**src/design/cse_pkg.sv**
```systemverilog
`default_nettype none
// ----------------------------------------------------------------------------
// cse_pkg
// Shared constants and types of the COBS stream encoder.
// ----------------------------------------------------------------------------
package cse_pkg;

    // Longest run that the run memory holds before it closes with code 0xFF.
    localparam int MAX_RUN        = 254;
    localparam int LEN_W          = 8;
    localparam int ADDR_W         = 8;
    // Lanes in a result word and the width of a lane counter (up to eight lanes).
    localparam int MAX_LANES      = 8;
    localparam int LANE_W         = 3;
    localparam int WORD_W         = 64;
    localparam int CNT_W          = 4;
    localparam int DEF_BYTES_PER_WORD = 8;

    localparam logic [7:0] ZERO_BYTE  = 8'h00;
    localparam logic [7:0] CODE_EMPTY = 8'h01;

    // One encoded byte handed from the sequencer to the packer.
    typedef struct packed {
        logic       valid;
        logic       from_mem;   // byte comes from the run memory read port
        logic [7:0] code;       // code byte when not from memory
        logic       last;       // final byte of this burst
        logic       eom;        // burst closes the message
    } t_byte_req;

endpackage : cse_pkg
`default_nettype wire

```
**src/design/cse_run_mem.sv**
```systemverilog
`default_nettype none
// ----------------------------------------------------------------------------
// cse_run_mem
// Run buffer: one write port, one read port with registered read data.
// ----------------------------------------------------------------------------
module cse_run_mem
    import cse_pkg::*;
(
    input  wire logic              i_clk,
    input  wire logic              i_wr_en,
    input  wire logic [ADDR_W-1:0] i_wr_addr,
    input  wire logic [7:0]        i_wr_data,
    input  wire logic              i_rd_en,
    input  wire logic [ADDR_W-1:0] i_rd_addr,
    output logic      [7:0]        o_rd_data
);

    logic [7:0] r_mem [MAX_RUN];
    logic [7:0] r_rd_data;

    always_ff @(posedge i_clk) begin
        if (i_wr_en) begin
            r_mem[i_wr_addr] <= i_wr_data;
        end
    end

    // Read data holds between reads, so a byte waiting in the packer stays put.
    always_ff @(posedge i_clk) begin
        if (i_rd_en) begin
            r_rd_data <= r_mem[i_rd_addr];
        end
    end

    assign o_rd_data = r_rd_data;

endmodule : cse_run_mem
`default_nettype wire

```
**src/design/cse_packer.sv**
```systemverilog
`default_nettype none
// ----------------------------------------------------------------------------
// cse_packer
// Byte stage and word packer: gathers encoded bytes into result words and
// holds the output register of the result channel.
// ----------------------------------------------------------------------------
module cse_packer
    import cse_pkg::*;
#(
    parameter int BYTES_PER_WORD = DEF_BYTES_PER_WORD
) (
    input  wire logic              i_clk,
    input  wire logic              i_rst_n,
    input  wire t_byte_req         i_req,
    output logic                   o_take,
    input  wire logic [7:0]        i_mem_data,
    output logic                   o_valid,
    input  wire logic              i_stall,
    output logic      [WORD_W-1:0] o_out_word,
    output logic      [CNT_W-1:0]  o_byte_count,
    output logic                   o_message_done,
    output logic                   o_burst_last
);

    localparam logic [LANE_W-1:0] LAST_LANE = LANE_W'(BYTES_PER_WORD - 1);

    t_byte_req         r_b;
    logic [WORD_W-1:0] r_word;
    logic [LANE_W-1:0] r_n;
    logic              r_out_valid;
    logic [WORD_W-1:0] r_out_word;
    logic [CNT_W-1:0]  r_out_cnt;
    logic              r_out_done;
    logic              r_out_last;

    logic [7:0]        cur_byte;
    logic              word_done;
    logic              out_free;
    logic              consume;
    logic [WORD_W-1:0] n_word;

    assign cur_byte  = r_b.from_mem ? i_mem_data : r_b.code;
    assign word_done = r_b.last || (r_n == LAST_LANE);
    assign out_free  = !r_out_valid || !i_stall;
    assign consume   = r_b.valid && (!word_done || out_free);
    assign o_take    = !r_b.valid || consume;
    assign n_word    = r_word | (WORD_W'(cur_byte) << {r_n, 3'b000});

    always_ff @(posedge i_clk) begin
        if (!i_rst_n) begin
            r_b         <= '0;
            r_word      <= '0;
            r_n         <= '0;
            r_out_valid <= 1'b0;
        end else begin
            if (o_take) begin
                r_b <= i_req;
            end
            if (consume) begin
                if (word_done) begin
                    r_word <= '0;
                    r_n    <= '0;
                end else begin
                    r_word <= n_word;
                    r_n    <= r_n + LANE_W'(1);
                end
            end
            if (consume && word_done) begin
                r_out_valid <= 1'b1;
            end else if (!i_stall) begin
                r_out_valid <= 1'b0;
            end
        end
    end

    always_ff @(posedge i_clk) begin
        if (consume && word_done) begin
            r_out_word <= n_word;
            r_out_cnt  <= CNT_W'(r_n) + CNT_W'(1);
            r_out_done <= r_b.last && r_b.eom;
            r_out_last <= r_b.last;
        end
    end

    assign o_valid        = r_out_valid;
    assign o_out_word     = r_out_word;
    assign o_byte_count   = r_out_cnt;
    assign o_message_done = r_out_done;
    assign o_burst_last   = r_out_last;

endmodule : cse_packer
`default_nettype wire

```
**src/design/cobs_stream_encoder.sv**
```systemverilog
`default_nettype none
// ----------------------------------------------------------------------------
// cobs_stream_encoder
// COBS encoder for a byte stream, result bytes packed into words.
// ----------------------------------------------------------------------------
// A byte that neither closes a run nor ends the message is written to the run
// memory and the block takes the next beat in the following cycle. A beat
// that closes a run of L bytes (a zero byte, the 254th byte of a run, or the
// end of the message) starts a burst of L+1 encoded bytes, plus one more code
// byte 0x01 when a beat that closes with a zero or a full run also ends the
// message. The sequencer sends one byte per cycle, while the packer takes it,
// through the single read port of the run memory, so the input stalls until
// every burst byte is handed on, and longer while the result side stalls.
// Burst bytes leave as words of BYTES_PER_WORD bytes, and the final word of a
// burst may be partial.
// ----------------------------------------------------------------------------
module cobs_stream_encoder
    import cse_pkg::*;
#(
    parameter int BYTES_PER_WORD = DEF_BYTES_PER_WORD
) (
    input  wire logic              i_clk,
    input  wire logic              i_rst_n,
    input  wire logic              i_valid,
    output logic                   o_stall,
    input  wire logic [7:0]        i_data_byte,
    input  wire logic              i_end_of_message,
    output logic                   o_valid,
    input  wire logic              i_stall,
    output logic      [WORD_W-1:0] o_out_word,
    output logic      [CNT_W-1:0]  o_byte_count,
    output logic                   o_message_done,
    output logic                   o_burst_last
);

    typedef enum logic [3:0] {
        S_IDLE  = 4'b0001,
        S_CODE1 = 4'b0010,
        S_RUN   = 4'b0100,
        S_CODE2 = 4'b1000
    } t_state;

    t_state           r_state, n_state;
    logic [LEN_W-1:0] r_len, n_len;
    logic [LEN_W-1:0] r_close, n_close;
    logic [LEN_W-1:0] r_idx, n_idx;
    logic             r_second, n_second;
    logic             r_eom, n_eom;

    logic             accept;
    logic             is_zero;
    logic [LEN_W-1:0] len_inc;
    logic             is_full;
    logic             start;
    logic             take;
    logic             run_end;
    t_byte_req        req;
    logic [7:0]       mem_rd_data;

    assign o_stall = (r_state != S_IDLE);
    assign accept  = i_valid && !o_stall;
    assign is_zero = (i_data_byte == ZERO_BYTE);
    assign len_inc = r_len + LEN_W'(1);
    assign is_full = !is_zero && (len_inc == LEN_W'(MAX_RUN));
    assign start   = accept && (is_zero || is_full || i_end_of_message);
    assign run_end = (r_idx == r_close - LEN_W'(1));

    // The byte is written at the accepting edge; reads of the run begin no
    // earlier than the next cycle, so they always see it.
    cse_run_mem u_mem (
        .i_clk     (i_clk),
        .i_wr_en   (accept && !is_zero),
        .i_wr_addr (r_len),
        .i_wr_data (i_data_byte),
        .i_rd_en   (req.valid && req.from_mem),
        .i_rd_addr (r_idx),
        .o_rd_data (mem_rd_data)
    );

    always_comb begin
        n_state  = r_state;
        n_len    = r_len;
        n_close  = r_close;
        n_idx    = r_idx;
        n_second = r_second;
        n_eom    = r_eom;
        req      = '0;
        req.eom  = r_eom;
        case (r_state)
            S_IDLE: begin
                if (accept) begin
                    n_len = start ? '0 : len_inc;
                end
                if (start) begin
                    n_state  = S_CODE1;
                    n_close  = is_zero ? r_len : len_inc;
                    n_second = (is_zero || is_full) && i_end_of_message;
                    n_eom    = i_end_of_message;
                    n_idx    = '0;
                end
            end
            S_CODE1: begin
                req.valid = take;
                req.code  = r_close + LEN_W'(1);
                req.last  = !r_second && (r_close == '0);
                if (take) begin
                    if (r_close != '0) begin
                        n_state = S_RUN;
                    end else if (r_second) begin
                        n_state = S_CODE2;
                    end else begin
                        n_state = S_IDLE;
                    end
                end
            end
            S_RUN: begin
                req.valid    = take;
                req.from_mem = 1'b1;
                req.last     = !r_second && run_end;
                if (take) begin
                    if (run_end) begin
                        n_state = r_second ? S_CODE2 : S_IDLE;
                    end else begin
                        n_idx = r_idx + LEN_W'(1);
                    end
                end
            end
            S_CODE2: begin
                req.valid = take;
                req.code  = CODE_EMPTY;
                req.last  = 1'b1;
                if (take) begin
                    n_state = S_IDLE;
                end
            end
            default: begin
                n_state = S_IDLE;
            end
        endcase
    end

    always_ff @(posedge i_clk) begin
        if (!i_rst_n) begin
            r_state <= S_IDLE;
            r_len   <= '0;
        end else begin
            r_state <= n_state;
            r_len   <= n_len;
        end
    end

    always_ff @(posedge i_clk) begin
        r_close  <= n_close;
        r_idx    <= n_idx;
        r_second <= n_second;
        r_eom    <= n_eom;
    end

    cse_packer #(
        .BYTES_PER_WORD (BYTES_PER_WORD)
    ) u_packer (
        .i_clk          (i_clk),
        .i_rst_n        (i_rst_n),
        .i_req          (req),
        .o_take         (take),
        .i_mem_data     (mem_rd_data),
        .o_valid        (o_valid),
        .i_stall        (i_stall),
        .o_out_word     (o_out_word),
        .o_byte_count   (o_byte_count),
        .o_message_done (o_message_done),
        .o_burst_last   (o_burst_last)
    );

endmodule : cobs_stream_encoder
`default_nettype wire
```
**config.mk**
```make
export PLATFORM = sky130hd
export DESIGN_NAME = cobs_stream_encoder
export DESIGN_NICKNAME = d
export VERILOG_FILES = /design/src/design/cse_pkg.sv /design/src/design/cse_run_mem.sv /design/src/design/cse_packer.sv /design/src/design/cobs_stream_encoder.sv
export SDC_FILE = /design/constraint.sdc
export NUM_CORES = 2
export LEC_CHECK = 0
export BUFFER_PORTS_ARGS = -buffer_cell sky130_fd_sc_hd__buf_2
export CELL_PAD_IN_SITES_DETAIL_PLACEMENT = 1
export CELL_PAD_IN_SITES_GLOBAL_PLACEMENT = 1
export CORE_MARGIN = 2
export CORE_UTILIZATION = 55
export DETAILED_ROUTE_END_ITERATION = 10
export GPL_ROUTABILITY_DRIVEN = 0
export MAX_ROUTING_LAYER = met4
export PLACE_DENSITY_LB_ADDON = 0.1
export SLEW_MARGIN = 15
export SYNTH_ARGS = -nofsm -noshare
export SYNTH_HDL_FRONTEND = slang
export SYNTH_SLANG_ARGS = --single-unit
```
**constraint.sdc**
```tcl
create_clock -name i_clk -period 4.4 [get_ports i_clk]
set_input_delay 0.88 -clock i_clk [delete_from_list [all_inputs] [get_ports i_clk]]
set_output_delay 0.88 -clock i_clk [all_outputs]
set_load 0.01 [all_outputs]
```
======== Word level (Yosys, flattened, before mapping) ========
Memories as Yosys holds them, arrays and structs flattened. A register that Yosys moved wholly into a read port is not among the register bits.
Cells that the tools add are included.
storage, ports and cells
  bits in read-only memories .............. 0
  latch bits .............................. 0
  memories ................................ 1
  register bits after elaboration ......... 180
  memory bits (writable) .................. 2032
  word-level logic and storage cells ...... 100
memory list
  memory       words  width  rd ports  clocked after Yosys merged registers in  wr ports  RTL line           text
  u_mem.r_mem  254    8      1         1                                        1         cse_run_mem.sv:18  logic [7:0] r_mem [MAX_RUN];
cells by class
  multiply operators ...................... 0
  multiplexer cells ....................... 25
  reduce and logical (&&, ||, !) cells .... 33
  $lt $le $gt $ge ......................... 0
  add/sub/neg operators ................... 6
  equal/unequal tests ..................... 15
  shift-type cells ........................ 1
  bitwise logic cells ..................... 1
  div/mod/pow operators ................... 0
operators with widths
  operator               number
  $mux W64               1
  $or A64 B64 Y64        1
  $shl A8 B6 Y64         1
  $mux W8                6
  $pmux W8 S2            2
  $mux W4                7
  $add A8 B1 Y8 const B  3
  $logic_not A8 Y1       2
  $pmux W4 S4            1
  $ne A2 B2 Y1 const B   6
  $logic_and A1 B1 Y1    11
  $eq A8 B8 Y1           1
  $eq A8 B8 Y1 const B   1
  $reduce_bool A8 Y1     1
  $sub A8 B1 Y8 const B  1
  $logic_not A1 Y1       7
  $logic_or A1 B1 Y1     6
  $mux W1                6
  $reduce_and A5 Y1      1
  $add A3 B1 Y4 const B  1
  $eq A4 B1 Y1 const B   1
  $eq A4 B2 Y1 const B   1
  $eq A4 B3 Y1 const B   1
  $eq A4 B4 Y1 const B   1
  other kinds (10)       11

======== Longest topological paths before layout ========
  depth in word-level cells ............... 8
  mapped depth ............................ 13

======== Modules after synthesis ========
A second synthesis with hierarchy kept.
second synthesis, totals
  cells, all modules ...................... 4389
  area, all modules ....................... 87855.5 µm²
by module, submodules not included
  module               area each (µm²)  instances  seq. area each (µm²)  cells each
  cse_run_mem          79741.5          1          61258.8               3674
  cse_packer           5979.5           1          3703.6                463
  cobs_stream_encoder  2134.5           1          780.7                 252

======== Worst setup path before layout ========
No wires, ideal clock.
  kind .................................... reg2reg
  start ................................... reg u_packer.r_n[0]
  end ..................................... reg u_packer.r_out_last, in the netlist u_packer.o_burst_last, enable pin
  data arrival time ....................... 2.674 ns
  library setup time ...................... 0.424 ns
  cell stages (with the launch flop) ...... 7
  required time ........................... 3.976 ns
  slack ................................... 1.302 ns
  clock period less this slack ............ 3.098 ns
  cell sequence ........................... dfxtp_1 ha_1 ha_1 nor2_1 o21a_1 o21ai_1 inv_1
between the ends
  cells in the longest elaborated chain, start to end .. 6
RTL lines
  what                    RTL line          text
  from (decl)             cse_packer.sv:29  logic [LANE_W-1:0] r_n;
  from (signal assigned)  cse_packer.sv:65  r_n <= r_n + LANE_W'(1);
  $eq A3 B3 Y1 *          cse_packer.sv:43  assign word_done = r_b.last || (r_n == LAST_LANE);
  $logic_or A1 B1 Y1 *    cse_packer.sv:43
  $logic_not A1 Y1        cse_packer.sv:45  assign consume = r_b.valid && (!word_done || out_free);
  $logic_or A1 B1 Y1      cse_packer.sv:45
  $logic_and A1 B1 Y1     cse_packer.sv:45
  $logic_and A1 B1 Y1 *   cse_packer.sv:77  if (consume && word_done) begin
  to (signal assigned)    cse_packer.sv:81  r_out_last <= r_b.last;
  to (decl)               cse_packer.sv:34  logic r_out_last;
Every way passes the cells marked *; elsewhere a longest branch is shown, timed or not.
A chain may end at the register's enable or synchronous reset.

==> results_dict.tcl <==
set metrics [dict create \
    postPlaceCellArea_mm2 0.0899 \
    mappedNetlistArea_mm2 0.0864 \
    setup_viol 1 \
    seq_power_share 0.537 \
    slew_headroom 0.129 \
    grt_antenna_before_repair 12 \
    slowest_delay_ns 0.97 \
    critical_path_arrival_ns 5.06 \
    synth.net_count 4460 \
    cts_tree "done" \
    commonest_register_cell_after_synthesis "edfxtp_1" \
    netlist-cell-type-count 75 \
    routed_wl_mm 247 \
    timing_hold_violations_final 0 \
    r2r_cells 9 \
    design.die.area_mm2 0.160 \
    core.rowCount 145 \
    clk_pin_slew_worst_paths_ns 0.06 \
    violations_in_the_final_reports "setup timing" \
    synth_sequential_area_ratio 0.761 \
    path_common_cell "a21oi_1" \
    routed_length_per_placed_instance_um 35.8 \
    insertion_delay_ns 0.87 \
    power_density_mw_per_mm2 446 \
    tritoncts_num_sinks 2220 \
    synth-edff-count 2128 \
    power.switching_fraction 0.215 \
    cpMaxStageDelayCell "nor2_4" \
    p_comb_frac 0.041 \
    worst_hold_path.num_cells 1 \
    routed_antenna_nets 0 \
    flow.area_growth_from_synthesis_pct 12.0 \
    max_cap_viol_count 0 \
    global_route.usage.total 0.319 \
    syn_area_per_cell_um2 19.5 \
    biggest_fanout_along_the_worst_timing_path 37 \
    place_ws_ns 0.00750 \
    max_slew.worst_pin.slew_ns 1.30 \
    hold_start "i_end_of_message" \
    hold_slack_ns 0.288 \
    area.sequential_mm2 0.0657 \
    yosys_warnings 0 \
    detail_route.first_pass.iterations 6 \
    slew_violations 0 \
    clock_skew_ns 0.0347 \
    residual_drc_count 0 \
    design.core.area_mm2 0.156 \
    nNetsFinal 4685 \
    post-route-period-util 1.02 \
    buffer_ports.inserted 84 \
    post-dp-hpwl_mm 155 \
    max_clock_freq_mhz 223 \
    drive_above_1_share 0.220 \
    fillers 12961 \
    regToRegEndpoint "u_mem.o_rd_data[4]$_DFFE_PP_" \
    cts_inserted_buffers 218 \
    leading_post_synthesis_cells_by_cell_area "edfxtp_1, mux4_2, mux2i_1, dfxtp_1, nor2_1" \
    setup_slack_ns -0.0873 \
    ys_seq_elements 2220 \
    floorplan.die.height_um 400 \
    synth_commonest_cells "edfxtp_1, mux4_2, nor2_1, mux2i_1, clkbuf_1" \
    clock_path_buffers 3 \
    worstPathBufferInverterCount 2 \
    power.share.clock 0.422 \
    first_drt_iteration_drcs 5829 \
    finalSetupTns_ns -0.0873 \
    vias 46115 \
    critical_path.top_delay_family "compound AO/OA/AOI/OAI gates" \
    crit_chain "buf_12 -> buf_4 -> nor2_4 -> a221o_1 -> a21oi_1 -> a221oi_1 -> o221ai_1 -> a21oi_1 -> o32ai_1" \
    grt_pass1_vias 46528 \
    multi_input_area_mm2 0.0192 \
    htree_num_levels 4 \
    synth.most_common_cell "edfxtp_1" \
    cts-root-buf "clkbuf_16" \
    num_io_pins 85 \
    cp_data_required_time_ns 4.97 \
    power.internal_uw 33900 \
    rsz0062_at_grt "no" \
    p_sw_uw 9270 \
    timing.hold.worst.class "in2reg" \
    post_cts_hold_buffer_count 0 \
    detail_route.vias_per_cell 6.67 \
    peakVddDrop_mv 0.470 \
    initial_utilization 0.553 \
    synth.largest_area_cell "edfxtp_1" \
    die_w_um 400 \
    critical_path.startpoint_type "flop" \
    period_needed_ns 4.49 \
    postSynthCellCount 4437 \
    wire_length_of_the_first_global_routing_pass_mm 353 \
    netlist.area_leader.share 0.739 \
    async_reset_ff_frac 0 \
    r2r_start "r_idx[1]$_SDFFCE_PN0P_" \
    maximum_number_of_pins_on_one_net_before_global_route_repair 213 \
    timing.critical_path.to_type "flop" \
    finalInstanceArea_mm2 0.0969 \
    critPathKind "reg2reg" \
    outcome "finished, violations left" \
    timing.reg2reg.setup_slack_ns -0.09 \
    global_route.overflow_total 0 \
    power.leakage_uw 0.0310 \
    worstHoldEndpoint "r_eom$_DFFE_PP_" \
    finish.utilization 0.620 \
]
## worst max-delay path by stage
stage,from,to,slack [ns],cells after the start
2_1_floorplan,u_packer.r_n[0]$_SDFFE_PN0P_,u_packer.o_burst_last$_DFFE_PP_,1.30,6
3_3_place_gp,r_idx[1]$_SDFFCE_PN0P_,u_mem.o_rd_data[4]$_DFFE_PP_,-0.22,8
3_5_place_dp,i_data_byte[7],u_mem.r_mem[143][6]$_DFFE_PP_,0.007,10
4_1_cts,r_idx[1]$_SDFFCE_PN0P_,u_mem.o_rd_data[4]$_DFFE_PP_,0.02,9
5_1_grt,r_idx[1]$_SDFFCE_PN0P_,u_mem.o_rd_data[4]$_DFFE_PP_,0.05,9
6_report,r_idx[1]$_SDFFCE_PN0P_,u_mem.o_rd_data[4]$_DFFE_PP_,-0.09,9
## repair_timing
action                                  in CTS  in global routing
gates resized for setup                      0                  0
buffers inserted                             0                  6
endpoints found under the hold margin        0                  0
endpoints found under the setup margin       0                  1
## layout by cell type, fill, tap and decap left out, types with 21 or more instances in the layout
cell type  count
a211oi_1      39
a21o_1        64
a21oi_1       96
a221oi_1      48
a22oi_1       96
buf_12        32
buf_2         76
buf_4        162
clkbuf_1      55
clkbuf_16    222
clkinv_1      49
clkinv_2      43
dfxtp_1       92
edfxtp_1    2128
mux2i_1      223
mux4_2       414
nand2_1       82
nand3_1       32
nor2_1       375
nor2b_1       22
nor3_1        26
o21ai_0      107
o221ai_1      21
o22ai_1       24
## sequential cells by signal, indices dropped and copies added, names as in the netlist, 3 cells and up
register and count:
u_packer.o_byte_count 4, u_packer.r_n 3, u_mem.r_mem 2032, u_mem.o_rd_data 8
r_state 4, r_len 8, u_packer.o_out_word 64, u_packer.r_word 64
u_packer.r_b 12, r_close 8, r_idx 8
## power groups by stage
stage	Sequential (µW)	Combinational (µW)	Clock (µW)
after detailed placement	23600	1770	0
after global placement	23600	1730	0
after CTS	23200	1770	18300
after floorplan	23600	858	0
after global routing	23200	1860	19100
final	23200	1790	18200
## area by class of cell
class / instances / area share
Clock inverter: 124 / 0.0109
Clock buffer: 283 / 0.0603
Timing Repair Buffer: 278 / 0.0242
Inverter: 13 / 0.000504
Tap cell: 2058 / 0.0266
Sequential cell: 2220 / 0.679
Multi-Input combinational cell: 1931 / 0.198
Antenna cell: 5 / 0.000129
## logic make-up (layout without fill, tap and decap cells)
| kind of cell | after synthesis | count (layout) | share of synthesized area |
|---|---|---|---|
| XOR/XNOR | 36 | 36 | 0.00365 |
| multiplexers | 657 | 657 | 0.136 |
| buffers and inverters | 286 | 698 | 0.0188 |
| other | 0 | 5 | 0 |
| AND/OR/NAND/NOR | 646 | 646 | 0.0326 |
| AO/OA/AOI/OAI | 582 | 582 | 0.0464 |
| flip-flops | 2220 | 2220 | 0.761 |
| adder cells (fa/ha/maj) | 10 | 10 | 0.00145 |
## through the flow
step | power [µW] | std cells
after global routing | 44100 | 6910
after floorplan | 24500 | 4437
after detailed placement | 25400 | 6494
after CTS | 43300 | 6901
after global placement | 25300 | 6493
final | 43200 | 6912
## metal layers
metal / routed length, µm / GRT usage / vias up / share of wire
met5: 0 / - / - / 0
met4: 6880 / 0.0869 / 0 / 0.028
met3: 23300 / 0.0590 / 381 / 0.094
met2: 117000 / 0.480 / 2502 / 0.47
met1: 100000 / 0.455 / 24642 / 0.41
li1: - / - / 18590 / -
Power figures use the tool's default switching activity.
